File: src/rtl/q24_8_fixed_point_alu_macros.svh
// assertion macros used by the q24.8 alu top level
`ifndef Q24_8_FIXED_POINT_ALU_MACROS_SVH
`define Q24_8_FIXED_POINT_ALU_MACROS_SVH

// same-cycle implication, disabled during reset
`define Q24_ASSERT_SAME(label, ante, cons, msg) \
  label: assert property (@(posedge clk) disable iff (rst) (ante) |-> (cons)) else $error(msg);

// next-cycle implication, disabled during reset
`define Q24_ASSERT_NEXT(label, ante, cons, msg) \
  label: assert property (@(posedge clk) disable iff (rst) (ante) |=> (cons)) else $error(msg);

`endif

File: src/rtl/q24alu_pkg.sv
// shared types, constants and saturation helper for the q24.8 alu
`default_nettype none

package q24alu_pkg;

  localparam int FRAC_BITS = 8;
  localparam int DATA_W    = 32;
  localparam int FUNC_W    = 4;

  // numerator of the divider: |a| shifted up by the fraction bits
  localparam int NUM_W      = DATA_W + FRAC_BITS;
  localparam int DIV_STEP   = 4;
  localparam int DIV_STAGES = (NUM_W + DIV_STEP - 1) / DIV_STEP;

  localparam int IN_FIELDS_W  = FUNC_W + 2 * DATA_W;
  localparam int IN_TDATA_W   = ((IN_FIELDS_W + 7) / 8) * 8;
  localparam int OUT_FIELDS_W = DATA_W + 2;
  localparam int OUT_TDATA_W  = ((OUT_FIELDS_W + 7) / 8) * 8;

  localparam logic signed [DATA_W-1:0] Q_MAX = 32'sh7FFF_FFFF;
  localparam logic signed [DATA_W-1:0] Q_MIN = 32'sh8000_0000;
  localparam logic [63:0] POS_LIM    = 64'h0000_0000_7FFF_FFFF;
  localparam logic [63:0] NEG_LIM    = 64'h0000_0000_8000_0000;
  localparam logic [63:0] ROUND_HALF = 64'd1 << (FRAC_BITS - 1);

  typedef enum logic [FUNC_W-1:0] {
    FN_ADD      = 4'd0,
    FN_SUB      = 4'd1,
    FN_MUL      = 4'd2,
    FN_DIV      = 4'd3,
    FN_GT       = 4'd4,
    FN_LT       = 4'd5,
    FN_GE       = 4'd6,
    FN_LE       = 4'd7,
    FN_EQ       = 4'd8,
    FN_NE       = 4'd9,
    FN_MIN      = 4'd10,
    FN_MAX      = 4'd11,
    FN_INC      = 4'd12,
    FN_DEC      = 4'd13,
    FN_FROM_INT = 4'd14,
    FN_TO_INT   = 4'd15
  } func_t;

  // item context that rides along the pipeline
  typedef struct packed {
    logic              is_mul;
    logic              is_div;
    logic              neg;
    logic              div0;
    logic [DATA_W-1:0] res;
    logic              cmp;
    logic              err;
  } ctl_t;

  typedef struct packed {
    logic [DATA_W-1:0] value;
    logic              err;
  } sat_t;

  // apply sign to a magnitude and clamp to the signed 32-bit range
  function automatic sat_t sat_mag(input logic [63:0] m, input logic neg);
    sat_t s;
    if (neg) begin
      if (m > NEG_LIM) begin
        s.value = Q_MIN;
        s.err   = 1'b1;
      end else begin
        s.value = DATA_W'(-m[DATA_W-1:0]);
        s.err   = 1'b0;
      end
    end else begin
      if (m > POS_LIM) begin
        s.value = Q_MAX;
        s.err   = 1'b1;
      end else begin
        s.value = m[DATA_W-1:0];
        s.err   = 1'b0;
      end
    end
    return s;
  endfunction

endpackage

`default_nettype wire

File: src/rtl/q24alu_div.sv
// pipelined restoring divider, four quotient bits per stage
`default_nettype none

module q24alu_div (
  input  wire logic                          clk,
  input  wire logic                          rst,
  input  wire logic                          adv,
  input  wire logic                          in_valid,
  input  wire q24alu_pkg::ctl_t              in_ctl,
  input  wire logic [q24alu_pkg::DATA_W-1:0] mag_a,
  input  wire logic [q24alu_pkg::DATA_W-1:0] mag_b,
  output logic                               out_valid,
  output q24alu_pkg::ctl_t                   out_ctl,
  output logic [q24alu_pkg::NUM_W-1:0]       quotient,
  output logic [q24alu_pkg::DATA_W-1:0]      remainder,
  output logic [q24alu_pkg::DATA_W-1:0]      divisor
);
  import q24alu_pkg::*;

  logic              vld_q [DIV_STAGES];
  ctl_t              ctl_q [DIV_STAGES];
  logic [NUM_W-1:0]  nq_q  [DIV_STAGES];
  logic [DATA_W-1:0] rem_q [DIV_STAGES];
  logic [DATA_W-1:0] dvs_q [DIV_STAGES];

  for (genvar g = 0; g < DIV_STAGES; g++) begin : g_stage
    logic              vld_in;
    ctl_t              ctl_in;
    logic [NUM_W-1:0]  nq_in;
    logic [DATA_W-1:0] rem_in;
    logic [DATA_W-1:0] dvs_in;
    logic [NUM_W-1:0]  nq_d;
    logic [DATA_W-1:0] rem_d;
    logic [DATA_W:0]   trial;

    if (g == 0) begin : g_src
      assign vld_in = in_valid;
      assign ctl_in = in_ctl;
      assign nq_in  = {mag_a, {FRAC_BITS{1'b0}}};
      assign rem_in = '0;
      assign dvs_in = mag_b;
    end else begin : g_src
      assign vld_in = vld_q[g-1];
      assign ctl_in = ctl_q[g-1];
      assign nq_in  = nq_q[g-1];
      assign rem_in = rem_q[g-1];
      assign dvs_in = dvs_q[g-1];
    end

    // numerator shifts out at the top, quotient bits shift in at the bottom
    always_comb begin
      nq_d  = nq_in;
      rem_d = rem_in;
      trial = '0;
      for (int j = 0; j < DIV_STEP; j++) begin
        if (g * DIV_STEP + j < NUM_W) begin
          trial = {rem_d, nq_d[NUM_W-1]};
          if (trial >= {1'b0, dvs_in}) begin
            rem_d = DATA_W'(trial - {1'b0, dvs_in});
            nq_d  = {nq_d[NUM_W-2:0], 1'b1};
          end else begin
            rem_d = trial[DATA_W-1:0];
            nq_d  = {nq_d[NUM_W-2:0], 1'b0};
          end
        end
      end
    end

    always_ff @(posedge clk) begin
      if (rst) begin
        vld_q[g] <= 1'b0;
      end else if (adv) begin
        vld_q[g] <= vld_in;
      end
    end

    always_ff @(posedge clk) begin
      if (adv) begin
        ctl_q[g] <= ctl_in;
        nq_q[g]  <= nq_d;
        rem_q[g] <= rem_d;
        dvs_q[g] <= dvs_in;
      end
    end
  end

  assign out_valid = vld_q[DIV_STAGES-1];
  assign out_ctl   = ctl_q[DIV_STAGES-1];
  assign quotient  = nq_q[DIV_STAGES-1];
  assign remainder = rem_q[DIV_STAGES-1];
  assign divisor   = dvs_q[DIV_STAGES-1];

endmodule

`default_nettype wire

File: config.mk
export PLATFORM = sky130hd
export DESIGN_NAME = q24alu_div
export DESIGN_NICKNAME = d
export VERILOG_FILES = /design/src/rtl/q24_8_fixed_point_alu_macros.svh /design/src/rtl/q24alu_pkg.sv /design/src/rtl/q24alu_div.sv
export SDC_FILE = /design/constraint.sdc
export NUM_CORES = 2
export LEC_CHECK = 0
export BUFFER_PORTS_ARGS = -buffer_cell sky130_fd_sc_hd__buf_2
export CORE_ASPECT_RATIO = 2
export CORE_MARGIN = 3
export CORE_UTILIZATION = 40
export DETAILED_ROUTE_END_ITERATION = 7
export MAX_ROUTING_LAYER = met4
export SYNTH_ARGS = -nofsm -noshare
export SYNTH_HDL_FRONTEND = slang
export SYNTH_SLANG_ARGS = --single-unit
File: constraint.sdc
create_clock -name clk -period 22.3 [get_ports clk]
set_clock_uncertainty 0.05 [all_clocks]
set_input_delay 3.345 -clock clk [delete_from_list [all_inputs] [get_ports clk]]
set_output_delay 3.345 -clock clk [all_outputs]
set_load 0.02 [all_outputs]
==> flow_metrics.py, run 1 <==
metrics = {
    "place": {
        "hpwl_mm": 410,
        "dp_cells": 15866,
        "place_congestion": 1.06,
        "numPortBuffers": 248,
    },
    "clock_network": {
        "cts_inserted_buffers": 152,
        "numClockSinks": 1362,
        "cts_setup_buffers": 0,
        "cts_hold_buf": 0,
        "clk_path_buf_depth": 4,
        "htree_levels": 4,
        "cts_resized": 0,
        "cts_root_buf": "clkbuf_16",
    },
    "logic_synthesis": {
        "synth_fp_nets": 13334,
        "synth_area_leaders": "edfxtp_1 35%, ha_1 13%, mux2_2 5.9%",
        "ys_seq_area_share_pct": 35.4,
        "yosys_warnings": 0,
        "ys.flop_type": "edfxtp_1",
        "synth_seq_cells": 1362,
        "synth_top_area_cell": "edfxtp_1",
        "syn_inst": 11951,
        "avgSynthCellArea_sq_um": 9.67,
        "synth-edff-count": 1362,
        "synthesis.area_sq_um": 116000,
        "muxShareOfSynthArea_pct": 7.16,
        "synth-adder-area-share_pct": 14.0,
        "synth_cell_types": 101,
        "yosys.area.top_type_share_pct": 35.4,
        "async_flop_share_pct": 0,
        "synth_compound_area_share_pct": 20.3,
        "yosys.area_share.xor_xnor_pct": 7.96,
        "synth_top_family_by_area": "compound AO/OA/AOI/OAI gates",
        "yosys.area_share.simple_pct": 11.9,
    },
    "outcome": {
        "first-error": "[ERROR GRT-0116] Global routing finished with congestion. Check the congestion regions in the DRC Viewer.",
        "stop_stage": "global routing (5_1_grt)",
        "outcome": "stopped before the end",
    },
    "floorplan": {
        "die_h_um": 766,
        "start_util_pct": 40.3,
        "io_pins": 249,
        "rows": 278,
        "dieWidth_um": 386,
    },
    "global_route": {
        "grt_usage_pct": 37.2,
        "grt_pass1_wl_mm": 771,
        "grt_pass1_vias": 111992,
        "grt_max_degree": 193,
        "overflow": 14,
    },
}
-- logic make-up after synthesis --
| family | Yosys count |
|---|---|
| and+or+nand+nor | 2842 |
| adders and majority gates | 1277 |
| DFF | 1362 |
| buffers and inverters | 986 |
| muxes | 734 |
| AOI/OAI and AO/OA | 3699 |
| xor gates and xnor gates | 1051 |
-- layer usage --
metal | overflow | GRT usage (%)
met1 | 0 | 25.8
met2 | 3 | 63.6
met3 | 0 | 12.0
met4 | 11 | 48.6
met5 | - | -
-- cell usage after synthesis (34+ instances only) --
cell	n
edfxtp_1	1362
ha_1	1244
a21oi_1	1176
nand2_1	763
o21ai_0	759
nor2_1	756
inv_1	726
xnor2_1	705
mux2_2	603
a21o_1	572
xor2_1	346
nand3_1	226
nand2b_1	181
nor3_1	176
nand4_1	173
o21a_1	167
o21bai_1	156
clkbuf_1	148
nor2b_1	145
a211oi_1	94
a31oi_1	86
and3_1	81
mux2i_1	75
o211ai_1	72
o31ai_1	72
nor4_1	71
and2_1	68
a21boi_0	62
buf_2	57
or2_2	48
or3_1	44
a22oi_1	42
and4_1	42
buf_1	34
o31a_1	34
-- through the flow --
stage          hold slack [ps]  instance area, sq um  setup WS [ps]
2_1_floorplan              350                116000           7570
3_3_place_gp               350                122000           3130
3_5_place_dp               355                122000           3140
4_1_cts                    310                127000           3010
==> inputs of run 2 (changes only) <==
--- a/config.mk
+++ b/config.mk
@@ -6,11 +6,10 @@
 export NUM_CORES = 2
 export LEC_CHECK = 0
 export BUFFER_PORTS_ARGS = -buffer_cell sky130_fd_sc_hd__buf_2
-export CORE_ASPECT_RATIO = 2
 export CORE_MARGIN = 3
-export CORE_UTILIZATION = 40
+export CORE_UTILIZATION = 25
 export DETAILED_ROUTE_END_ITERATION = 7
-export MAX_ROUTING_LAYER = met4
+export PLACE_DENSITY_LB_ADDON = 0.15
 export SYNTH_ARGS = -nofsm -noshare
 export SYNTH_HDL_FRONTEND = slang
 export SYNTH_SLANG_ARGS = --single-unit
==> flow_metrics.py, run 2 <==
metrics = {
    "outcome": {
        "outcome": "finished with violations",
        "violations": "DRC",
    },
    "logic_synthesis": {
        "yosys_warnings": 0,
        "synth_seq_cells": 1362,
        "muxShareOfSynthArea_pct": 7.16,
        "synth_area_leaders": "edfxtp_1 35%, ha_1 13%, mux2_2 5.9%",
        "yosys.area_share.simple_pct": 11.9,
        "synth_top_family_by_area": "compound AO/OA/AOI/OAI gates",
        "synth-adder-area-share_pct": 14.0,
        "ys_seq_area_share_pct": 35.4,
        "ys.flop_type": "edfxtp_1",
        "synth-edff-count": 1362,
        "yosysMostFrequentCell": "edfxtp_1",
        "yosys.area_share.xor_xnor_pct": 7.96,
        "synth_commonest_cells": "1362 x edfxtp_1, 1244 x ha_1, 1176 x a21oi_1",
        "synth_cell_types": 101,
        "synth_top_area_cell": "edfxtp_1",
        "async_flop_share_pct": 0,
        "syn_inst": 11951,
        "synthesis.area_sq_um": 116000,
        "synth_fp_nets": 13334,
        "synth_compound_area_share_pct": 20.3,
        "avgSynthCellArea_sq_um": 9.67,
        "yosys.area.top_type_share_pct": 35.4,
    },
    "global_route": {
        "grt_pass1_wl_mm": 583,
        "antenna_found_initial": 13,
        "grt_max_degree": 167,
        "grt_usage_pct": 16.2,
        "overflow": 0,
        "grt_pass1_vias": 88852,
    },
    "timing": {
        "drv_slew": 0,
        "worst_pin_slew_ps": 1160,
        "final.setup.tns_ps": 0,
        "relSlewSlack_pct": 22.8,
        "min_period_over_period_pct": 75.4,
        "fin_crit_ps": 16800,
        "fmax_ghz": 0.0595,
        "rsz0062_at_grt": "no",
        "hold_viol": 0,
        "setup_violations": 0,
    },
    "clock_network": {
        "numClockSinks": 1362,
        "htree_levels": 4,
        "cts_inserted_buffers": 178,
        "clk_path_buf_depth": 4,
        "cts_hold_buf": 0,
        "path_clk_slew_ps": 60,
        "cts_resized": 0,
        "cts_tree": "done",
        "cts_root_buf": "clkbuf_16",
        "insertion_delay_ps": 880,
        "cts_setup_buffers": 0,
    },
    "worst_setup_path": {
        "slowest_stage": "nor4_1",
        "crit_type": "reg2reg",
        "rrSetupSlack_ps": 5500,
        "cp.arrival_ps": 17350,
        "worstSetupStartpoint": "dvs_q[0][1]",
        "cpPeakStageDelay_ps": 830,
        "worst_ep_required_time_ps": 22840,
        "cp_max_fo": 30,
        "end_kind": "flop",
        "worst_r2r_startpoint": "dvs_q[0][1]",
        "cp-start-kind": "flop",
    },
    "floorplan": {
        "dieWidth_um": 686,
        "die_h_um": 686,
        "start_util_pct": 25.1,
        "fp.coreArea_sq_um": 460000,
        "dieArea_sq_um": 471000,
        "io_pins": 249,
        "rows": 249,
    },
    "cells_and_area": {
        "largest_register_ffs": 380,
        "utilization_pct": 28.3,
        "layout_commonest_cell": "edfxtp_1",
        "multi_input_area_sq_um": 71000,
        "mostFrequentLayoutCells": "1362 x edfxtp_1, 1244 x ha_1, 1175 x a21oi_1",
        "area_growth_pct": 12.5,
        "nets": 13590,
        "drive_gt1_share_pct": 10.9,
        "largest-register": "ctl_q",
        "fin_area_sq_um": 130000,
        "regArea_sq_um": 40900,
        "top_regs": "ctl_q (380), nq_q (332)",
        "fillerInstances": 48817,
    },
    "flow_run": {
        "cap_violations": 0,
    },
    "route": {
        "dr_wl_met3_mm": 13.3,
        "remaining_drc_errors": 1,
        "vias_per_cell": 4.93,
        "wl_met1_mm": 182,
        "topRoutingLayerUsed": "met5",
        "wl_per_cell_um": 21.4,
        "drtPass1Iterations": 8,
        "postRouteAntennaNets": 0,
        "wl_met2_mm": 190,
        "routed_wl_mm": 397,
        "drt_iter0_drc": 5936,
        "num_vias": 91206,
    },
    "place": {
        "numPortBuffers": 248,
        "place_congestion": 0.859,
        "placed_area_sq_um": 124000,
        "hpwl_mm": 321,
    },
    "worst_hold_path": {
        "hold_start": "nq_q[2][25]",
        "holdCritPathClass": "reg2reg",
    },
}
run 2: cell counts after synthesis:
No cell type changed its count.
run 2: area by class of cell:
cell class | instances | area share [%]
diodes | 8 | 0.0154
well taps | 6149 | 5.92
repair buffers | 325 | 1.42
clock inverters | 101 | 0.948
flip-flops and latches | 1362 | 31.5
clock buffers | 210 | 3.52
inverters | 737 | 2.13
multi-input cells | 9603 | 54.6
run 2: metal layers:
layer  GRT usage [%]  vias to the layer above
met5               0                        -
met4            4.22                        2
met3            1.41                      391
met2            28.3                     1704
met1            21.4                    43709
li1                -                    45400
run 2: logic make-up (layout without fill, tap and decap cells):
logic type / after synthesis / count (layout)
DFF: 1362 / 1362
adders and majority gates: 1277 / 1277
buffers and inverters: 986 / 1373
xor gates and xnor gates: 1051 / 1051
and+or+nand+nor: 2842 / 2842
muxes: 734 / 734
other: 0 / 8
AOI/OAI and AO/OA: 3699 / 3699
run 2: final timing paths:
check / cells after the start / end
max: 49 / rem_q[1][23]
min: 0 / nq_q[3][29]
max reg2reg: 49 / rem_q[1][23]
min reg2reg: 0 / nq_q[3][29]
run 2: per-stage QoR:
step                      std cells  hold WS, ps  worst slack (ps)
after CTS                     18487          315              5670
after global routing          18489          319              4370
after detailed placement      18176          355              4750
after floorplan               11951          350              7570
after global placement        18176          350              4840
final                         18495          311              5500
run 2: worst max-delay path: cells and delay by family (launching register included):
| kind | cells | cell delay (ps) |
|---|---|---|
| simple gates | 13 | 4270 |
| mux | 3 | 1140 |
| flops | 1 | 540 |
| fa+ha+maj | 4 | 1490 |
| compound gates | 20 | 5790 |
| buf+inv | 9 | 3150 |
Power of run 2 is not shown: default switching activity piles up to over one toggle a cycle in this logic, so the estimate is an artifact.
