[src/rtl/q24_8_fixed_point_alu_macros.svh]
// assertion macros used by the q24.8 alu top level
`ifndef Q24_8_FIXED_POINT_ALU_MACROS_SVH
`define Q24_8_FIXED_POINT_ALU_MACROS_SVH

// same-cycle implication, disabled during reset
`define Q24_ASSERT_SAME(label, ante, cons, msg) \
  label: assert property (@(posedge clk) disable iff (rst) (ante) |-> (cons)) else $error(msg);

// next-cycle implication, disabled during reset
`define Q24_ASSERT_NEXT(label, ante, cons, msg) \
  label: assert property (@(posedge clk) disable iff (rst) (ante) |=> (cons)) else $error(msg);

`endif

[src/rtl/q24alu_pkg.sv]
// shared types, constants and saturation helper for the q24.8 alu
`default_nettype none

package q24alu_pkg;

  localparam int FRAC_BITS = 8;
  localparam int DATA_W    = 32;
  localparam int FUNC_W    = 4;

  // numerator of the divider: |a| shifted up by the fraction bits
  localparam int NUM_W      = DATA_W + FRAC_BITS;
  localparam int DIV_STEP   = 4;
  localparam int DIV_STAGES = (NUM_W + DIV_STEP - 1) / DIV_STEP;

  localparam int IN_FIELDS_W  = FUNC_W + 2 * DATA_W;
  localparam int IN_TDATA_W   = ((IN_FIELDS_W + 7) / 8) * 8;
  localparam int OUT_FIELDS_W = DATA_W + 2;
  localparam int OUT_TDATA_W  = ((OUT_FIELDS_W + 7) / 8) * 8;

  localparam logic signed [DATA_W-1:0] Q_MAX = 32'sh7FFF_FFFF;
  localparam logic signed [DATA_W-1:0] Q_MIN = 32'sh8000_0000;
  localparam logic [63:0] POS_LIM    = 64'h0000_0000_7FFF_FFFF;
  localparam logic [63:0] NEG_LIM    = 64'h0000_0000_8000_0000;
  localparam logic [63:0] ROUND_HALF = 64'd1 << (FRAC_BITS - 1);

  typedef enum logic [FUNC_W-1:0] {
    FN_ADD      = 4'd0,
    FN_SUB      = 4'd1,
    FN_MUL      = 4'd2,
    FN_DIV      = 4'd3,
    FN_GT       = 4'd4,
    FN_LT       = 4'd5,
    FN_GE       = 4'd6,
    FN_LE       = 4'd7,
    FN_EQ       = 4'd8,
    FN_NE       = 4'd9,
    FN_MIN      = 4'd10,
    FN_MAX      = 4'd11,
    FN_INC      = 4'd12,
    FN_DEC      = 4'd13,
    FN_FROM_INT = 4'd14,
    FN_TO_INT   = 4'd15
  } func_t;

  // item context that rides along the pipeline
  typedef struct packed {
    logic              is_mul;
    logic              is_div;
    logic              neg;
    logic              div0;
    logic [DATA_W-1:0] res;
    logic              cmp;
    logic              err;
  } ctl_t;

  typedef struct packed {
    logic [DATA_W-1:0] value;
    logic              err;
  } sat_t;

  // apply sign to a magnitude and clamp to the signed 32-bit range
  function automatic sat_t sat_mag(input logic [63:0] m, input logic neg);
    sat_t s;
    if (neg) begin
      if (m > NEG_LIM) begin
        s.value = Q_MIN;
        s.err   = 1'b1;
      end else begin
        s.value = DATA_W'(-m[DATA_W-1:0]);
        s.err   = 1'b0;
      end
    end else begin
      if (m > POS_LIM) begin
        s.value = Q_MAX;
        s.err   = 1'b1;
      end else begin
        s.value = m[DATA_W-1:0];
        s.err   = 1'b0;
      end
    end
    return s;
  endfunction

endpackage

`default_nettype wire

[src/rtl/q24alu_mul.sv]
// two-stage magnitude multiplier with round half away from zero and saturation
`default_nettype none

module q24alu_mul (
  input  wire logic                          clk,
  input  wire logic                          rst,
  input  wire logic                          adv,
  input  wire logic                          in_valid,
  input  wire q24alu_pkg::ctl_t              in_ctl,
  input  wire logic [q24alu_pkg::DATA_W-1:0] in_mag_a,
  input  wire logic [q24alu_pkg::DATA_W-1:0] in_mag_b,
  output logic                               out_valid,
  output q24alu_pkg::ctl_t                   out_ctl,
  output logic [q24alu_pkg::DATA_W-1:0]      mag_a,
  output logic [q24alu_pkg::DATA_W-1:0]      mag_b
);
  import q24alu_pkg::*;

  logic              v1;
  ctl_t              ctl1;
  logic [DATA_W-1:0] ma1;
  logic [DATA_W-1:0] mb1;
  logic [63:0]       prod;
  logic [63:0]       rounded;
  sat_t              mul_sat;
  ctl_t              ctl_next;

  always_ff @(posedge clk) begin
    if (rst) begin
      v1        <= 1'b0;
      out_valid <= 1'b0;
    end else if (adv) begin
      v1        <= in_valid;
      out_valid <= v1;
    end
  end

  // stage 1: 32x32 product
  always_ff @(posedge clk) begin
    if (adv) begin
      prod <= 64'(in_mag_a) * 64'(in_mag_b);
      ctl1 <= in_ctl;
      ma1  <= in_mag_a;
      mb1  <= in_mag_b;
    end
  end

  // stage 2: round, sign, clamp
  assign rounded = (prod + ROUND_HALF) >> FRAC_BITS;
  assign mul_sat = sat_mag(rounded, ctl1.neg);

  always_comb begin
    ctl_next = ctl1;
    if (ctl1.is_mul) begin
      ctl_next.res = mul_sat.value;
      ctl_next.err = mul_sat.err;
    end
  end

  always_ff @(posedge clk) begin
    if (adv) begin
      out_ctl <= ctl_next;
      mag_a   <= ma1;
      mag_b   <= mb1;
    end
  end

endmodule

`default_nettype wire

[config.mk]
export PLATFORM = sky130hd
export DESIGN_NAME = q24alu_mul
export DESIGN_NICKNAME = d
export VERILOG_FILES = /design/src/rtl/q24_8_fixed_point_alu_macros.svh /design/src/rtl/q24alu_pkg.sv /design/src/rtl/q24alu_mul.sv
export SDC_FILE = /design/constraint.sdc
export NUM_CORES = 2
export LEC_CHECK = 0
export BUFFER_PORTS_ARGS = -buffer_cell sky130_fd_sc_hd__buf_4
export CORE_MARGIN = 2
export CORE_UTILIZATION = 35
export DETAILED_ROUTE_END_ITERATION = 10
export GPL_ROUTABILITY_DRIVEN = 0
export PLACE_DENSITY = 0.48
export SLEW_MARGIN = 20
export SYNTH_ARGS = -nofsm -noshare
export SYNTH_HDL_FRONTEND = slang
export SYNTH_SLANG_ARGS = --single-unit
[constraint.sdc]
create_clock -name clk -period 27.9 [get_ports clk]
set_input_delay 5.58 -clock clk [delete_from_list [all_inputs] [get_ports clk]]
set_output_delay 5.58 -clock clk [all_outputs]
set_load 0.02 [all_outputs]
Word level (Yosys, flattened, before mapping)

Cells that the tools add are included.

Add/sub/neg operators: 2
Multiply operators: 1
$lt $le $gt $ge: 2
Mux-type cells: 5

Operators by type and width:

| kind                                                  | number |
|---|---|
| 2-to-1 mux 33 bit                                     | 3 |
| adder 64 x 8 -> 64 bit (second input constant)        | 1 |
| multiplier 32 x 32 -> 64 bit                          | 1 |
| > comparator 56 x 31 -> 1 bit (second input constant) | 1 |
| > comparator 56 x 32 -> 1 bit (second input constant) | 1 |
| 2-to-1 mux 32 bit                                     | 1 |
| negator 32 bit                                        | 1 |
| 2-to-1 mux 1 bit                                      | 1 |

Register bits: 270
Input bits: 106
Output and inout port bits: 103
Logic and storage cells: 31

Depth between registers and ports, before layout

Word-level depth: 5
Gate-level depth with buffers: 30
Mapped depth without buffers: 28

Least setup slack after synthesis

OpenSTA, ideal clock, no wires.

Kind: input to register
Start point: input port in_mag_a[11] (netlist name)
End point: register prod[46], data pin
Library setup time: 0.264 ns
Data arrival time: 12.441 ns
Data required time: 27.636 ns
Slack: 15.195 ns
Stages on the path: 26
Path buffers: 2
Path through: clkbuf_1 > nand2_1 > fa_1 > inv_1 > fa_1 > inv_1 > fa_1 > inv_1 > fa_1 > fa_1 > fa_1 > fa_1 > inv_1 > fa_1 > inv_1 > ha_1 > clkbuf_1 > a21oi_1 > o21a_1 > a211o_1 > a211o_1 > o21ai_0 > a41oi_1 > o21ai_0 > a21oi_1 > xnor2_1

Cells in the longest elaborated chain, start to end: 1

Ends and longest elaborated chain:

| element                      | line             | RTL |
|---|---|---|
| start, declared              | q24alu_mul.sv:10 | `input wire logic [q24alu_pkg::DATA_W-1:0] in_mag_a,` |
| multiplier 32 x 32 -> 64 bit | q24alu_mul.sv:41 | `prod <= 64'(in_mag_a) * 64'(in_mag_b);` |
| end signal, assigned         | q24alu_mul.sv:41 |  |
| end, declared                | q24alu_mul.sv:23 | `logic [63:0] prod;` |

No other way between the ends.
A chain may end at the register's enable or synchronous reset.

Worst setup path after layout

Start point: input port in_mag_b[22] (netlist name)
End point: register prod[46], data pin

Cells in the longest elaborated chain, start to end: 1

Ends and longest elaborated chain:

| element                      | line             | RTL |
|---|---|---|
| start, declared              | q24alu_mul.sv:11 | `input wire logic [q24alu_pkg::DATA_W-1:0] in_mag_b,` |
| multiplier 32 x 32 -> 64 bit | q24alu_mul.sv:41 |  |

No other way between the ends.

==> flow_summary.html <==
<table>
<tr><th>Metric</th><th>Value</th></tr>
<tr><th colspan="2">Timing</th></tr>
<tr><td>Crit path time final</td><td>around 13 ns</td></tr>
<tr><td>Fraction of the cycle the final worst path needs</td><td>47.24%</td></tr>
<tr><td>Setup repair after global routing missed its margin</td><td>no</td></tr>
<tr><td>Setup TNS after final layout</td><td>0 ns</td></tr>
<tr><td>Max Clock Freq</td><td>approximately 76 MHz</td></tr>
<tr><td>Final Hold Vio Count</td><td>0</td></tr>
<tr><td>Fin. max-slew vios</td><td>0</td></tr>
<tr><td>Pin slew with the least headroom to its limit</td><td>0.9123 ns</td></tr>
<tr><td>Final setup fails</td><td>0</td></tr>
<tr><td>Clock Skew</td><td>0.02059 ns</td></tr>
<tr><td>Headroom to the max-slew limit</td><td>39.03%</td></tr>
<tr><th colspan="2">Clocking</th></tr>
<tr><td>Clk_lat worst skew</td><td>between 0.6 and 0.7 ns</td></tr>
<tr><td>Clk buf depth</td><td>3</td></tr>
<tr><td>Cell at the root of the clock tree</td><td>sky130_fd_sc_hd__clkbuf_16</td></tr>
<tr><td>Clk sink count</td><td>263</td></tr>
<tr><td>CTS tree</td><td>built</td></tr>
<tr><td># Post-CTS Setup Buffers</td><td>0</td></tr>
<tr><td>Post-cts hold buffer count</td><td>0</td></tr>
<tr><td>Clock-pin slew on the worst setup and hold paths</td><td>0.06 ns</td></tr>
<tr><td>TritonCTS Buffers</td><td>38</td></tr>
<tr><td>Resize count post-CTS</td><td>0</td></tr>
<tr><td>CTS H-Tree Depth</td><td>2</td></tr>
<tr><th colspan="2">Setup path</th></tr>
<tr><td>Start point of the critical path</td><td>in_mag_b[22]</td></tr>
<tr><td>Reg2reg start</td><td>prod[8]$_DFFE_PP_</td></tr>
<tr><td>Endpoint type of the worst setup path</td><td>flop</td></tr>
<tr><td>Max incr delay on CP</td><td>around 0.6 ns</td></tr>
<tr><td>Type of element launching the critical path</td><td>input port</td></tr>
<tr><td>Cell with the largest stage delay on the worst path</td><td>sky130_fd_sc_hd__fa_1</td></tr>
<tr><td>Worst Path Buf+Inv</td><td>7</td></tr>
<tr><td>Worst path most repeated cell</td><td>sky130_fd_sc_hd__fa_1</td></tr>
<tr><td>Logic depth of the worst register-to-register path</td><td>11</td></tr>
<tr><td>Logic depth of the worst path, buffers included</td><td>27</td></tr>
<tr><td>Reg2reg setup slack</td><td>22.56 ns</td></tr>
<tr><td>Worst reg2reg path endpoint</td><td>out_ctl[12]$_DFFE_PP_</td></tr>
<tr><td>Critical path type</td><td>input port to flop</td></tr>
<tr><td>Critical path data required time</td><td>28.24 ns</td></tr>
<tr><td>Signal arrival time at the worst endpoint</td><td>13.52 ns</td></tr>
<tr><td>Top Family by Delay on Critical Path</td><td>adder cells</td></tr>
<tr><td>Last element of the critical path</td><td>prod[46]$_DFFE_PP_</td></tr>
<tr><td>Largest fanout on the critical path</td><td>33</td></tr>
<tr><th colspan="2">Logic synthesis</th></tr>
<tr><td>Synthesized instance count</td><td>about 4.5k</td></tr>
<tr><td>Number of synthesized register bits</td><td>between 200 and 300</td></tr>
<tr><td>Most used flip-flop cell after synthesis</td><td>sky130_fd_sc_hd__edfxtp_1</td></tr>
<tr><td>Distinct cells, synth</td><td>78</td></tr>
<tr><td>Syn avg cell area</td><td>9.941 um^2</td></tr>
<tr><td>Count of yosys warnings during synthesis</td><td>0</td></tr>
<tr><td>Number of synthesized flops with an enable pin</td><td>about 260</td></tr>
<tr><td>Main area contributors after synthesis</td><td>sky130_fd_sc_hd__fa_1, sky130_fd_sc_hd__edfxtp_1, sky130_fd_sc_hd__and2_1</td></tr>
<tr><td>Net Count, Synth</td><td>between 5k and 6k</td></tr>
<tr><td>Post-synthesis instance area</td><td>0.04430 mm^2</td></tr>
<tr><td>Part of the Yosys area used for sequential elements</td><td>17.78%</td></tr>
<tr><td>Area fraction of the dominant cell type after synthesis</td><td>around two fifths</td></tr>
<tr><td>Biggest area consumer among synthesized cells</td><td>sky130_fd_sc_hd__fa_1</td></tr>
<tr><td>Synth async-reset ratio</td><td>0%</td></tr>
<tr><th colspan="2">Route</th></tr>
<tr><td>Total detailed-routing wirelength</td><td>129.1 mm</td></tr>
<tr><td>DRT Pass-1 Iters</td><td>6</td></tr>
<tr><td>Via/cell ratio</td><td>4.883</td></tr>
<tr><td>Count of vias placed by the detailed router</td><td>29.99k</td></tr>
<tr><td>Average wire per standard cell</td><td>~21 um</td></tr>
<tr><td>Residual antenna-violating net count after detailed routing</td><td>0</td></tr>
<tr><td>DRC violation count after routing</td><td>0</td></tr>
<tr><td>Initial DRC Count</td><td>between 1.5k and 2k</td></tr>
<tr><th colspan="2">Finish</th></tr>
<tr><td># nets final</td><td>5728</td></tr>
<tr><td>Most frequent cells in the layout</td><td>sky130_fd_sc_hd__inv_1, sky130_fd_sc_hd__fa_1, sky130_fd_sc_hd__and2_1</td></tr>
<tr><td>Area of the multi-input gates</td><td>between 0.03 and 0.04 mm^2</td></tr>
<tr><td>Area growth syn-to-layout</td><td>9.039%</td></tr>
<tr><td>Fraction of final layout cells sized beyond drive strength 1</td><td>6.860%</td></tr>
<tr><td>Sequential standard cell area</td><td>0.007878 mm^2</td></tr>
<tr><td>Most common library cell in the layout ignoring fill and taps</td><td>sky130_fd_sc_hd__inv_1</td></tr>
<tr><td>Filler Cell Count</td><td>12.71k</td></tr>
<tr><th colspan="2">Global routing</th></tr>
<tr><td>Antenna violations before repair</td><td>1</td></tr>
<tr><td>Overflow left after global routing</td><td>0</td></tr>
<tr><td>Pin count of the biggest net entering global routing</td><td>138</td></tr>
<tr><td>Via count of the first global-routing pass</td><td>32.96k</td></tr>
<tr><td>First-pass GRT wire length</td><td>202.5 mm</td></tr>
<tr><td>Overall Global Routing Usage</td><td>20.54%</td></tr>
<tr><th colspan="2">Place</th></tr>
<tr><td>Count of port buffers added during placement</td><td>approximately 210</td></tr>
<tr><td>DP Wirelength</td><td>98.51 mm</td></tr>
<tr><th colspan="2">Hold path</th></tr>
<tr><td>Hold Crit Start</td><td>ma1[19]$_DFFE_PP_</td></tr>
<tr><td>Hold Crit Depth</td><td>0</td></tr>
<tr><td>Path class of the lowest-slack min-delay path</td><td>flop to flop</td></tr>
<tr><th colspan="2">Flow run</th></tr>
<tr><td>MaxCap Viol Count</td><td>0</td></tr>
<tr><th colspan="2">Floorplan</th></tr>
<tr><td>Overall die height</td><td>359.8 um</td></tr>
<tr><td>Floorplan die area</td><td>0.1294 mm^2</td></tr>
<tr><td>Floorplan row count</td><td>130</td></tr>
<tr><td>Die X</td><td>359.8 um</td></tr>
<tr><td>Standard cell core area</td><td>between 0.1 and 0.15 mm^2</td></tr>
<tr><td>Starting Density</td><td>35.28%</td></tr>
<tr><td>Boundary Pins</td><td>209</td></tr>
<tr><th colspan="2">Run status</th></tr>
<tr><td>Status</td><td>completed</td></tr>
</table>
## flip-flops by register name, summed over array words and instances (netlist names)
signal and cells:
out_valid 1, v1 1, mag_b 32, mb1 32, ma1 32, prod 57
mag_a 32, out_ctl 38, ctl1 38
## routing by layer
metal	up-vias	share of wire (%)	track usage, %
li1	13550	-	-
met1	15710	41	25.84
met2	570	51	35.96
met3	169	3.6	2.616
met4	0	4.1	7.720
met5	-	0	0
## per-stage QoR
stage / hold slack (ns) / utilization (%) / std cells / setup WS (ns) / instance area (um^2)
after floorplan: 0.4003 / - / 4456 / 15.19 / 44300
after global placement: 0.4002 / 37.45 / 6074 / 14.23 / 47020
after detailed placement: 0.4045 / 37.45 / 6074 / 14.12 / 47020
after CTS: 0.4128 / 38.46 / 6140 / 14.77 / 48300
after global routing: 0.4202 / 38.46 / 6140 / 14.29 / 48300
final: 0.4080 / 38.46 / 6142 / 14.72 / 48300
## Yosys cell counts, types with 11 or more instances
| library cell | instances |
|---|---|
| sky130_fd_sc_hd__inv_1 | 933 |
| sky130_fd_sc_hd__fa_1 | 895 |
| sky130_fd_sc_hd__and2_1 | 616 |
| sky130_fd_sc_hd__nand2_1 | 504 |
| sky130_fd_sc_hd__ha_1 | 263 |
| sky130_fd_sc_hd__edfxtp_1 | 261 |
| sky130_fd_sc_hd__clkbuf_1 | 233 |
| sky130_fd_sc_hd__xnor2_1 | 81 |
| sky130_fd_sc_hd__a21oi_1 | 78 |
| sky130_fd_sc_hd__nor2_1 | 74 |
| sky130_fd_sc_hd__o21ai_0 | 56 |
| sky130_fd_sc_hd__nand3_1 | 51 |
| sky130_fd_sc_hd__xor2_1 | 47 |
| sky130_fd_sc_hd__a21o_1 | 40 |
| sky130_fd_sc_hd__nand4_1 | 32 |
| sky130_fd_sc_hd__nor3_1 | 31 |
| sky130_fd_sc_hd__and3_1 | 23 |
| sky130_fd_sc_hd__a31oi_1 | 15 |
| sky130_fd_sc_hd__o21bai_1 | 14 |
| sky130_fd_sc_hd__or3_1 | 12 |
| sky130_fd_sc_hd__nand2b_1 | 11 |
## how the worst min path moves through the flow
stage	slack (ns)	endpoint
after floorplan	0.40	mag_a[0]$_DFFE_PP_
after global placement	0.40	mag_a[27]$_DFFE_PP_
after detailed placement	0.40	mag_a[12]$_DFFE_PP_
after CTS	0.41	mag_a[19]$_DFFE_PP_
after global routing	0.42	mag_b[30]$_DFFE_PP_
final	0.41	mag_a[19]$_DFFE_PP_
## layout make-up
type	instances	share of cell area, %
multi-input cells	3014	66.15
flip-flops and latches	263	16.31
inverters	933	7.251
well taps	1650	4.274
repair buffers	214	3.368
clock buffers	40	1.984
clock inverters	26	0.6502
diodes	2	0.01036
## logic make-up (layout without fill, tap and decap cells)
logic type	Yosys count	after routing	synth area share, %
AND/OR/NAND/NOR	1417	1417	16.84
buffers and inverters	1179	1213	10.08
adder cells (fa/ha/maj)	1158	1158	47.88
AO/OA/AOI/OAI	302	302	4.680
flip-flops	263	263	17.78
XOR/XNOR	128	128	2.531
multiplexers	9	9	0.2062
other	0	2	0
Power is left out: the tool's default activity adds up to more than one toggle a clock period on the data nets, which glitch-free logic cannot reach.
