$ cat src/rtl/q24_8_fixed_point_alu_macros.svh
// assertion macros used by the q24.8 alu top level
`ifndef Q24_8_FIXED_POINT_ALU_MACROS_SVH
`define Q24_8_FIXED_POINT_ALU_MACROS_SVH

// same-cycle implication, disabled during reset
`define Q24_ASSERT_SAME(label, ante, cons, msg) \
  label: assert property (@(posedge clk) disable iff (rst) (ante) |-> (cons)) else $error(msg);

// next-cycle implication, disabled during reset
`define Q24_ASSERT_NEXT(label, ante, cons, msg) \
  label: assert property (@(posedge clk) disable iff (rst) (ante) |=> (cons)) else $error(msg);

`endif

$ cat src/rtl/q24alu_pkg.sv
// shared types, constants and saturation helper for the q24.8 alu
`default_nettype none

package q24alu_pkg;

  localparam int FRAC_BITS = 8;
  localparam int DATA_W    = 32;
  localparam int FUNC_W    = 4;

  // numerator of the divider: |a| shifted up by the fraction bits
  localparam int NUM_W      = DATA_W + FRAC_BITS;
  localparam int DIV_STEP   = 4;
  localparam int DIV_STAGES = (NUM_W + DIV_STEP - 1) / DIV_STEP;

  localparam int IN_FIELDS_W  = FUNC_W + 2 * DATA_W;
  localparam int IN_TDATA_W   = ((IN_FIELDS_W + 7) / 8) * 8;
  localparam int OUT_FIELDS_W = DATA_W + 2;
  localparam int OUT_TDATA_W  = ((OUT_FIELDS_W + 7) / 8) * 8;

  localparam logic signed [DATA_W-1:0] Q_MAX = 32'sh7FFF_FFFF;
  localparam logic signed [DATA_W-1:0] Q_MIN = 32'sh8000_0000;
  localparam logic [63:0] POS_LIM    = 64'h0000_0000_7FFF_FFFF;
  localparam logic [63:0] NEG_LIM    = 64'h0000_0000_8000_0000;
  localparam logic [63:0] ROUND_HALF = 64'd1 << (FRAC_BITS - 1);

  typedef enum logic [FUNC_W-1:0] {
    FN_ADD      = 4'd0,
    FN_SUB      = 4'd1,
    FN_MUL      = 4'd2,
    FN_DIV      = 4'd3,
    FN_GT       = 4'd4,
    FN_LT       = 4'd5,
    FN_GE       = 4'd6,
    FN_LE       = 4'd7,
    FN_EQ       = 4'd8,
    FN_NE       = 4'd9,
    FN_MIN      = 4'd10,
    FN_MAX      = 4'd11,
    FN_INC      = 4'd12,
    FN_DEC      = 4'd13,
    FN_FROM_INT = 4'd14,
    FN_TO_INT   = 4'd15
  } func_t;

  // item context that rides along the pipeline
  typedef struct packed {
    logic              is_mul;
    logic              is_div;
    logic              neg;
    logic              div0;
    logic [DATA_W-1:0] res;
    logic              cmp;
    logic              err;
  } ctl_t;

  typedef struct packed {
    logic [DATA_W-1:0] value;
    logic              err;
  } sat_t;

  // apply sign to a magnitude and clamp to the signed 32-bit range
  function automatic sat_t sat_mag(input logic [63:0] m, input logic neg);
    sat_t s;
    if (neg) begin
      if (m > NEG_LIM) begin
        s.value = Q_MIN;
        s.err   = 1'b1;
      end else begin
        s.value = DATA_W'(-m[DATA_W-1:0]);
        s.err   = 1'b0;
      end
    end else begin
      if (m > POS_LIM) begin
        s.value = Q_MAX;
        s.err   = 1'b1;
      end else begin
        s.value = m[DATA_W-1:0];
        s.err   = 1'b0;
      end
    end
    return s;
  endfunction

endpackage

`default_nettype wire

$ cat src/rtl/q24alu_front.sv
// input register and decode stage: simple ops, magnitudes, sign of mul/div
`default_nettype none

module q24alu_front (
  input  wire logic                             clk,
  input  wire logic                             rst,
  input  wire logic                             adv,
  input  wire logic                             in_valid,
  input  wire logic [q24alu_pkg::FUNC_W-1:0]    func,
  input  wire logic [q24alu_pkg::DATA_W-1:0]    operand_a,
  input  wire logic [q24alu_pkg::DATA_W-1:0]    operand_b,
  output logic                                  out_valid,
  output q24alu_pkg::ctl_t                      out_ctl,
  output logic [q24alu_pkg::DATA_W-1:0]         mag_a,
  output logic [q24alu_pkg::DATA_W-1:0]         mag_b
);
  import q24alu_pkg::*;

  localparam logic signed [DATA_W-1:0] FI_HI = Q_MAX >>> FRAC_BITS;
  localparam logic signed [DATA_W-1:0] FI_LO = Q_MIN >>> FRAC_BITS;

  logic                     v1;
  func_t                    fn1;
  logic signed [DATA_W-1:0] a1;
  logic signed [DATA_W-1:0] b1;

  logic signed [DATA_W:0] sum;
  logic signed [DATA_W:0] dif;
  logic signed [DATA_W:0] incr;
  logic signed [DATA_W:0] decr;
  logic                   lt;
  logic                   eq;
  ctl_t                   ctl_next;

  // 33-bit result clamped to 32 bits
  function automatic sat_t sat33(input logic [DATA_W:0] v);
    sat_t s;
    if (v[DATA_W] != v[DATA_W-1]) begin
      s.value = v[DATA_W] ? Q_MIN : Q_MAX;
      s.err   = 1'b1;
    end else begin
      s.value = v[DATA_W-1:0];
      s.err   = 1'b0;
    end
    return s;
  endfunction

  always_ff @(posedge clk) begin
    if (rst) begin
      v1 <= 1'b0;
    end else if (adv) begin
      v1 <= in_valid;
    end
  end

  always_ff @(posedge clk) begin
    if (adv) begin
      fn1 <= func_t'(func);
      a1  <= operand_a;
      b1  <= operand_b;
    end
  end

  assign sum  = {a1[DATA_W-1], a1} + {b1[DATA_W-1], b1};
  assign dif  = {a1[DATA_W-1], a1} - {b1[DATA_W-1], b1};
  assign incr = {a1[DATA_W-1], a1} + (DATA_W+1)'(1);
  assign decr = {a1[DATA_W-1], a1} - (DATA_W+1)'(1);
  assign lt   = a1 < b1;
  assign eq   = a1 == b1;

  always_comb begin
    ctl_next        = '0;
    ctl_next.is_mul = (fn1 == FN_MUL);
    ctl_next.is_div = (fn1 == FN_DIV);
    ctl_next.neg    = a1[DATA_W-1] ^ b1[DATA_W-1];
    ctl_next.div0   = (b1 == '0);
    case (fn1)
      FN_ADD: {ctl_next.res, ctl_next.err} = sat33(sum);
      FN_SUB: {ctl_next.res, ctl_next.err} = sat33(dif);
      FN_INC: {ctl_next.res, ctl_next.err} = sat33(incr);
      FN_DEC: {ctl_next.res, ctl_next.err} = sat33(decr);
      FN_GT:  ctl_next.cmp = !lt && !eq;
      FN_LT:  ctl_next.cmp = lt;
      FN_GE:  ctl_next.cmp = !lt;
      FN_LE:  ctl_next.cmp = lt || eq;
      FN_EQ:  ctl_next.cmp = eq;
      FN_NE:  ctl_next.cmp = !eq;
      FN_MIN: ctl_next.res = lt ? a1 : b1;
      FN_MAX: ctl_next.res = (!lt && !eq) ? a1 : b1;
      FN_FROM_INT: begin
        if (a1 > FI_HI) begin
          ctl_next.res = Q_MAX;
          ctl_next.err = 1'b1;
        end else if (a1 < FI_LO) begin
          ctl_next.res = Q_MIN;
          ctl_next.err = 1'b1;
        end else begin
          ctl_next.res = a1 <<< FRAC_BITS;
        end
      end
      FN_TO_INT: ctl_next.res = a1 >>> FRAC_BITS;
      default: begin
        // mul and div are resolved further down the pipe
        ctl_next.res = '0;
      end
    endcase
  end

  always_ff @(posedge clk) begin
    if (rst) begin
      out_valid <= 1'b0;
    end else if (adv) begin
      out_valid <= v1;
    end
  end

  always_ff @(posedge clk) begin
    if (adv) begin
      out_ctl <= ctl_next;
      mag_a   <= a1[DATA_W-1] ? DATA_W'(-a1) : DATA_W'(a1);
      mag_b   <= b1[DATA_W-1] ? DATA_W'(-b1) : DATA_W'(b1);
    end
  end

endmodule

`default_nettype wire

$ cat config.mk
export PLATFORM = sky130hd
export DESIGN_NAME = q24alu_front
export DESIGN_NICKNAME = d
export VERILOG_FILES = /design/src/rtl/q24_8_fixed_point_alu_macros.svh /design/src/rtl/q24alu_pkg.sv /design/src/rtl/q24alu_front.sv
export SDC_FILE = /design/constraint.sdc
export NUM_CORES = 1
export LEC_CHECK = 0
export ABC_CLOCK_PERIOD_IN_PS = 5780
export BUFFER_PORTS_ARGS = -buffer_cell sky130_fd_sc_hd__buf_2
export CORE_MARGIN = 5
export CORE_UTILIZATION = 60
export DETAILED_ROUTE_END_ITERATION = 6
export PLACE_DENSITY = 0.84
export RECOVER_POWER = 100
export SLEW_MARGIN = 25
export SYNTH_ARGS = -nofsm -noshare
export SYNTH_HDL_FRONTEND = slang
export SYNTH_SLANG_ARGS = --single-unit
$ cat constraint.sdc
create_clock -name clk -period 5.78 [get_ports clk]
set_input_delay 0.289 -clock clk [delete_from_list [all_inputs] [get_ports clk]]
set_output_delay 0.289 -clock clk [all_outputs]
set_load 0.01 [all_outputs]
* Yosys cells after proc, flatten, opt, wreduce, memory -nomap -nowiden
Cells that the tools add are included.
Operators by class: equal/unequal tests 20, magnitude comparators 3, reductions and logical operators 6, multiplexer cells 19, bitwise gates (word level) 1, $add $sub $neg 6
Operator list (count):
- two-way mux 32 bit | 8
- case mux 32 bit (8 select lines) | 1
- two-way mux 33 bit | 4
- negator 32 bit | 2
- two-way mux 31 bit | 2
- adder 32 x 2 -> 33 bit, second input constant | 1
- adder 32 x 32 -> 33 bit | 1
- subtractor 32 x 2 -> 33 bit, second input constant | 1
- subtractor 32 x 32 -> 33 bit | 1
- equality test 32 bit | 1
- equality test 4 bit, second input constant | 8
- greater-than comparator 32 x 24 -> 1 bit, second input constant | 1
- zero test 32 bit | 1
- < comparator 32 x 24 -> 1 bit, second input constant | 1
- < comparator 32 bit | 1
- equality test 4 x 3 -> 1 bit, second input constant | 4
- equality test 4 x 2 -> 1 bit, second input constant | 2
- case mux 1 bit (6 select lines) | 1
- case mux 1 bit (5 select lines) | 1
- equality test 4 x 1 -> 1 bit, second input constant | 1
- zero test 4 bit | 1
- != test 1 bit | 4
- zero test 1 bit | 2
- two-way mux 1 bit | 2
- other kinds (3) | 3
Word-level totals: word-level logic and storage cells 71, register bits after elaboration 172

* Logic depth before layout (Yosys ltp)
Gate-level depths: netlist of the first run.
word-level depth 5, depth in mapped cells 15, mapped depth without buffers 12

* Least setup slack after synthesis of the first run
Ideal clock, no wire load.
kind reg-to-reg, from register b1[8], to register out_ctl[17] (netlist bit), data pin, arrival time 3729 ps, path slack 1779 ps, buffers on the path 2, cell stages (with the launch flop) 14, data required time 5508 ps, clock period less this slack 4001 ps, cell sequence edfxtp_1 inv_1 ha_1 buf_6 or4_1 or3_1 a211oi_2 o311a_1 o2111ai_1 and3_1 buf_6 o21ba_1 a211o_1 or4_1
RTL lines:
- from (decl) | RTL line q24alu_front.sv:25 | logic signed [DATA_W-1:0] b1;
- from (signal assigned) | RTL line q24alu_front.sv:60 | b1 <= operand_b;
- to (signal assigned) | RTL line q24alu_front.sv:119 | out_ctl <= ctl_next;
- to (decl) | RTL line q24alu_front.sv:13 | output q24alu_pkg::ctl_t out_ctl,

==> impl_metrics.py, run 1 <==
metrics = {
    "logic_synthesis": {
        "synthesis.instances": 1560,
        "synth_edf_count": 170,
        "async_reset_ff_share_pct": 0,
        "synth-seq-cells": 172,
        "synth_top_area_share_pct": 36.8,
        "syn-num-nets": 1701,
        "synthTopCellsByArea": "edfxtp_1 (37%), xnor2_1 (8.3%), ha_1 (6.0%), a21oi_1 (4.9%), o21ai_0 (3.3%)",
        "synth_commonest_cells": "edfxtp_1 (170), a21oi_1 (137), xnor2_1 (131), nor2_1 (110), nand2_1 (103)",
        "synth_ff_type": "edfxtp_1",
        "synth_top_area_cell": "edfxtp_1",
        "ys_seq_area_share_pct": 37.0,
        "synth.distinct_cells": 78,
        "yosysMostFrequentCell": "edfxtp_1",
        "avgSynthCellArea_um2": 8.90,
        "synth_area_um2": 13900,
        "ys_warn_count": 0,
    },
    "cts": {
        "cts.clk_slew.worst_paths_ns": 0.08,
        "clockBufferDepth": 2,
        "clock-sinks": 172,
        "insertion_delay_ns": 0.45,
        "post_cts_buffers": 0,
        "cts_root_buf": "clkbuf_16",
        "cts_htree_levels": 4,
        "cts-resized-gates": 0,
        "cts_made_buffers": 17,
        "holdBufCountCts": 1,
        "tritoncts": "done",
    },
    "outcome": {
        "violations": "design-rule violations, max-capacitance violations, max-slew violations",
        "status": "complete, but fails checks",
    },
    "min_path": {
        "min_path_type": "in2reg",
    },
    "floorplanning": {
        "start_util_pct": 61.2,
        "die_h_um": 162,
        "die_area_um2": 26300,
        "ios": 175,
        "rows": 55,
        "die_x_um": 162,
        "fp.coreArea_um2": 22700,
    },
    "placement": {
        "placed_cell_area_um2": 15100,
        "gp_congestion": 1.06,
        "port_buffers": 174,
        "place_hpwl_um": 39600,
    },
    "pwr": {
        "peakVddDrop_mv": 0.261,
        "p_leak_nw": 5.80,
        "powerDensity_nw_per_um2": 276,
    },
    "routing": {
        "drt_iter0_markers": 2424,
        "wl_per_cell_um": 26.1,
        "vias": 14101,
        "vias_per_cell": 7.09,
        "ant_nets": 0,
        "wirelength_um": 51800,
        "drc_errors": 2,
        "firstDrtPassIters": 7,
    },
    "timing": {
        "relSlewSlack_pct": -210,
        "fin_setup_tns_ns": 0,
        "fin_skew_ns": 0.0203,
        "slew_violations": 210,
        "max_freq_mhz": 186,
        "period_share_pct": 93.0,
        "setup_violations": 0,
        "hold_viol": 0,
        "fin_crit_ns": 5.38,
        "rsz0062_at_grt": "no",
        "worst_pin_slew_ns": 4.65,
    },
    "worst_setup_path": {
        "path_class": "reg2reg",
        "cp_slowest_cell": "o21ai_0",
        "rrSetupSlack_ns": 0.40,
        "crit_required_ns": 5.93,
        "worstSetupStartpointType": "register",
        "rr_endpoint": "out_ctl[21]$_DFFE_PP_",
        "worstPathCellList": "ha_1 -> a21oi_1 -> o31ai_1 -> or3_1 -> o2bb2ai_1 -> o21ai_0 -> o22ai_1 -> clkbuf_1 -> a21o_1 -> a2111oi_0 -> nand3_1",
        "crit_path_end": "out_ctl[21]$_DFFE_PP_",
        "end_kind": "register",
        "arrival_ns": 5.52,
        "critPathMaxStageDelay_ns": 1.30,
        "worstPathMaxFanout": 15,
        "ff2ff_path_depth": 11,
        "startpoint": "a1[28]$_DFFE_PP_",
        "r2r_start": "a1[28]$_DFFE_PP_",
    },
    "finish": {
        "antenna_cells": 0,
        "regArea_um2": 5140,
        "fillers": 1901,
        "utilization_pct": 68.2,
        "fin_nets": 1833,
        "drive_gt1_share_pct": 9.27,
        "final_area_um2": 15500,
        "multi_input_area_um2": 8080,
        "syn_to_final_growth_pct": 11.5,
    },
    "grt": {
        "antenna_found_initial": 0,
        "grt_use_total_pct": 38.4,
        "grt_max_degree": 84,
        "grt_pass1_vias": 12910,
        "grt_pass1_wl_um": 78000,
        "grt.overflow.total": 0,
    },
    "flow_run": {
        "cap_violations": 4,
    },
}
[per-stage QoR]
step	setup slack, ns	power (W)	hold WS, ns	instances
CTS	0.911	0.00423	0.00467	1987
floorplan	1.78	0.00260	0.361	1560
finish	0.404	0.00428	0.00942	1989
global route	0.365	0.00444	0.00211	1989
global placement	1.08	0.00314	0.466	1955
detailed placement	0.943	0.00314	0.467	1955
[worst min path at each step]
stage	startpoint	endpoint	slack [ns]	cells after the start
2_1_floorplan	rst	out_valid$_SDFFE_PP0P_	0.36	1
3_3_place_gp	operand_b[25]	b1[25]$_DFFE_PP_	0.47	1
3_5_place_dp	operand_b[23]	b1[23]$_DFFE_PP_	0.47	1
4_1_cts	operand_b[11]	b1[11]$_DFFE_PP_	0.005	1
5_1_grt	operand_b[25]	b1[25]$_DFFE_PP_	0.002	1
6_report	operand_a[30]	a1[30]$_DFFE_PP_	0.009	1
[routing by layer]
| layer | up-vias | track usage [%] | part of all wire [%] |
|---|---|---|---|
| met2 | 1164 | 55.4 | 41 |
| li1 | 6103 | - | - |
| met1 | 6633 | 56.3 | 40 |
| met3 | 201 | 9.67 | 14 |
| met5 | - | 0 | 0 |
| met4 | 0 | 13.2 | 4.3 |
[report_power, final]
part	internal, W	total [W]	switching, W
sequential	0.00154	0.00166	0.000120
combinational	0.000517	0.00151	0.000995
clock	0.000561	0.00111	0.000544
[cell type report]
cell class                      instances  share of cell area (%)
Clock buffer                           19                    2.80
Inverter                               80                    1.94
Timing Repair Buffer                  220                    6.84
Sequential cell                       172                    33.2
Clock inverter                         12                   0.703
Multi-Input combinational cell       1201                    52.2
Tap cell                              285                    2.30
[state kept, by name (all words and copies together), names as in the netlist]
signal / cells
mag_b: 32
b1: 32
a1: 32
v1: 1
mag_a: 32
out_valid: 1
fn1: 4
out_ctl: 38
[placed cells by master, fill, tap and decap left out, drive strengths merged, types with 6 or more instances in the layout]
cell and instances:
a2111oi 14, a211o 11, a211oi 10, a21o 19, a21oi 137, a221o 7
a221oi 11, a22oi 9, a31oi 15, and2 7, and3 8, and4 6
buf 99, clkbuf 138, edfxtp 170, ha 67, inv 85, mux2i 21
nand2 103, nand2b 26, nand3 40, nand4 40, nor2 110, nor2b 15
nor3 35, nor4 21, o2111ai 8, o211ai 23, o21ai 108, o21bai 10
o221ai 14, o22ai 8, o31ai 22, o41ai 6, or2 14, or3 30
or4 10, xnor2 131, xor2 22
[worst max-delay path: cells and delay by family, from the launching register on]
kind                     cells  cell delay, ns
adder cells (fa/ha/maj)      1            0.54
buffers and inverters        1            0.36
AND/OR/NAND/NOR              2            0.65
flip-flops                   1            0.83
AO/OA/AOI/OAI                7            2.70
[cell families after synthesis]
family / Yosys count / share of synthesized area (%)
multiplexers: 22 / 1.59
buffers and inverters: 187 / 5.19
AO/OA/AOI/OAI: 482 / 22.8
adder cells (fa/ha/maj): 69 / 6.32
XOR/XNOR: 154 / 9.81
AND/OR/NAND/NOR: 474 / 17.2
flip-flops: 172 / 37.0
No activity file was read; power rests on OpenSTA's default activity.
==> run 2, diff against run 1 <==
- ABC_AREA: default -> 1
- CORE_UTILIZATION: 60 -> 61
==> run 2 against run 1 <==
Against the previous run: total power is 6.1% higher; the flow finishes with violations (design-rule violations, negative hold slack, max-capacitance violations, max-slew violations); clock power is 4% higher; core utilization is 1.7 points lower; worst setup slack better by 0.37 ns; sequential cell count stayed put; clock skew hardly changed; design area is 12% higher; highest routed layer unchanged; sequential power hardly changed.
==> impl_metrics.py, run 2 <==
metrics = {
    "outcome": {
        "status": "complete, but fails checks",
        "violations": "design-rule violations, negative hold slack, max-capacitance violations, max-slew violations",
    },
    "cts": {
        "post_cts_buffers": 0,
        "cts.clk_slew.worst_paths_ns": 0.09,
        "clockBufferDepth": 2,
        "holdBufCountCts": 0,
        "insertion_delay_ns": 0.47,
        "cts_htree_levels": 4,
        "cts-resized-gates": 0,
        "cts_root_buf": "clkbuf_16",
        "clock-sinks": 172,
        "cts_made_buffers": 17,
        "tritoncts": "done",
    },
    "logic_synthesis": {
        "synthTopCellsByArea": "edfxtp_1 (32%), nand2_1 (17%), nor2_1 (7.5%), nand3_1 (7.2%), xor2_1 (6.2%)",
        "synth_edf_count": 170,
        "synthesis.instances": 2390,
        "synth.distinct_cells": 48,
        "syn-num-nets": 2531,
        "ys_seq_area_share_pct": 32.1,
        "ys_warn_count": 0,
        "yosysMostFrequentCell": "nand2_1",
        "synth_top_area_share_pct": 31.9,
        "avgSynthCellArea_um2": 6.70,
        "synth_top_area_cell": "edfxtp_1",
        "synth-seq-cells": 172,
        "async_reset_ff_share_pct": 0,
        "synth_commonest_cells": "nand2_1 (709), nor2_1 (319), inv_1 (244), nand3_1 (231), edfxtp_1 (170)",
        "synth_area_um2": 16000,
        "synth_ff_type": "edfxtp_1",
    },
    "worst_setup_path": {
        "path_class": "reg2reg",
        "worstSetupStartpointType": "register",
        "end_kind": "register",
        "arrival_ns": 5.19,
        "crit_required_ns": 5.95,
        "worstPathMaxFanout": 48,
    },
    "pwr": {
        "power_frac_seq_pct": 36.8,
        "clock_power_share_pct": 25.3,
        "powerDensity_nw_per_um2": 263,
        "comb_power_share_pct": 37.9,
        "peakVddDrop_mv": 0.186,
        "p_sw_share_pct": 43.0,
        "internal-power_w": 0.00259,
        "p_leak_nw": 8.09,
        "p_switching_w": 0.00195,
        "p_total_w": 0.00454,
    },
    "floorplanning": {
        "die_x_um": 172,
        "fp.coreArea_um2": 26000,
        "die_h_um": 172,
        "ios": 175,
        "rows": 59,
        "die_area_um2": 29600,
        "start_util_pct": 61.7,
    },
    "finish": {
        "antenna_cells": 0,
        "final_cell_mix": "nand2_1 (711), nor2_1 (319), inv_1 (245)",
        "final_common_cell": "nand2_1",
        "syn_to_final_growth_pct": 7.76,
        "final-instance-count-excl-fill": 2848,
        "largest_register": "out_ctl",
        "drive_gt1_share_pct": 6.76,
        "fin_nets": 2641,
        "largest_reg_flops": 38,
    },
    "grt": {
        "grtUsageMet2_pct": 62.2,
        "antenna_found_initial": 0,
        "grt_pass1_vias": 16446,
        "grt_pass1_wl_um": 91100,
        "grt.overflow.total": 0,
        "top_usage_layer": "met2",
        "grt_use_total_pct": 40.1,
        "grt_max_degree": 86,
        "grt_use_met1_pct": 52.5,
        "use_met3_pct": 11.4,
    },
    "routing": {
        "vias": 17554,
        "drt_iter0_markers": 3106,
        "drc_errors": 22,
        "firstDrtPassIters": 7,
        "vias_per_cell": 6.16,
        "ant_nets": 0,
        "wl_per_cell_um": 21.3,
        "wirelength_um": 60700,
    },
    "timing": {
        "worst_pin_slew_ns": 4.38,
        "fin_setup_tns_ns": 0,
        "hold_viol": 11,
        "relSlewSlack_pct": -192,
        "max_freq_mhz": 200,
        "setup_violations": 0,
        "period_share_pct": 86.7,
        "fin_crit_ns": 5.01,
        "holdWs_ns": -0.0101,
        "fin_skew_ns": 0.0202,
        "slew_violations": 217,
        "rsz0062_at_grt": "no",
    },
    "placement": {
        "gp_congestion": 1.14,
        "place_hpwl_um": 46600,
        "port_buffers": 174,
        "dp.cells": 2811,
    },
    "flow_run": {
        "cap_violations": 4,
    },
    "min_path": {
        "min_path_type": "in2reg",
    },
}
[run 2: changes by cell type after synthesis, sizes merged, moves of 18 or more]
cell    delta
o31ai     -19
nand2b    -25
nand3    +194
clkbuf    -73
or3       -30
a21oi     -23
a21o      -18
inv      +179
nor2     +227
nand2    +623
buf       +71
mux2i     -21
xor2      +92
xnor2    -130
[run 2: stage by stage]
| step | utilization (%) | worst slack, ns | instance area (µm²) |
|---|---|---|---|
| 6_report | 66.4 | 0.769 | 17300 |
| 5_1_grt | 66.4 | 0.687 | 17300 |
| 4_1_cts | 66.9 | 1.73 | 17400 |
| 3_5_place_dp | 64.9 | 1.77 | 16900 |
| 3_3_place_gp | 64.8 | 1.82 | 16800 |
| 2_1_floorplan | - | 2.96 | 16000 |
[run 2: path summary, 6_finish.rpt]
kind                             to  slack [ns]        startpoint  cells past startpoint
max reg2reg    out_ctl[0]$_DFFE_PP_        0.77  a1[31]$_DFFE_PP_                     12
min reg2reg  out_valid$_SDFFE_PP0P_        0.45   v1$_SDFFE_PP0P_                      2
max            out_ctl[0]$_DFFE_PP_        0.77  a1[31]$_DFFE_PP_                     12
min                 a1[2]$_DFFE_PP_       -0.01      operand_a[2]                      1
[run 2: routing by layer]
metal  routed length, µm  vias up
li1                    -     8003
met1               22100     7852
met2               26400     1437
met3                9020      262
met4                3250        0
met5                   0        -
[run 2: logic make-up (layout without fill, tap and decap cells)]
family / count (synthesis) / after routing / synth area share, %
compound gates: 283 / 283 / 9.89
xor+xnor: 115 / 115 / 6.29
fa+ha+maj: 69 / 69 / 5.48
buf+inv: 367 / 490 / 9.90
flops: 172 / 172 / 32.1
simple gates: 1384 / 1384 / 36.3
[run 2: critical path: stages, from the launching register on]
cell      delay (ns)
edfxtp_1        0.45
clkbuf_1        1.57
ha_1            0.44
o21bai_1        0.15
a21oi_1         0.08
nand2_1         0.09
a21oi_1         0.09
nand3_1         0.13
nand2_1         0.15
nand2_1         0.69
nand2_1         0.47
nand2_1         0.24
nand4_1         0.16
[run 2: cell type report]
type,instances,area (µm²)
clock buffer,18,429
timing repair buffer,196,895
sequential,172,5140
multi-input combinational,1851,9280
fill,2431,8720
inverter,262,983
clock inverter,14,111
tap,335,419
[run 2: power groups by stage]
| stage | clock network [W] | registers [W] | logic (W) |
|---|---|---|---|
| 2_1_floorplan | 0 | 0.00165 | 0.00116 |
| 3_3_place_gp | 0 | 0.00167 | 0.00163 |
| 3_5_place_dp | 0 | 0.00168 | 0.00166 |
| 4_1_cts | 0.00113 | 0.00165 | 0.00167 |
| 5_1_grt | 0.00120 | 0.00167 | 0.00186 |
| 6_report | 0.00115 | 0.00167 | 0.00172 |
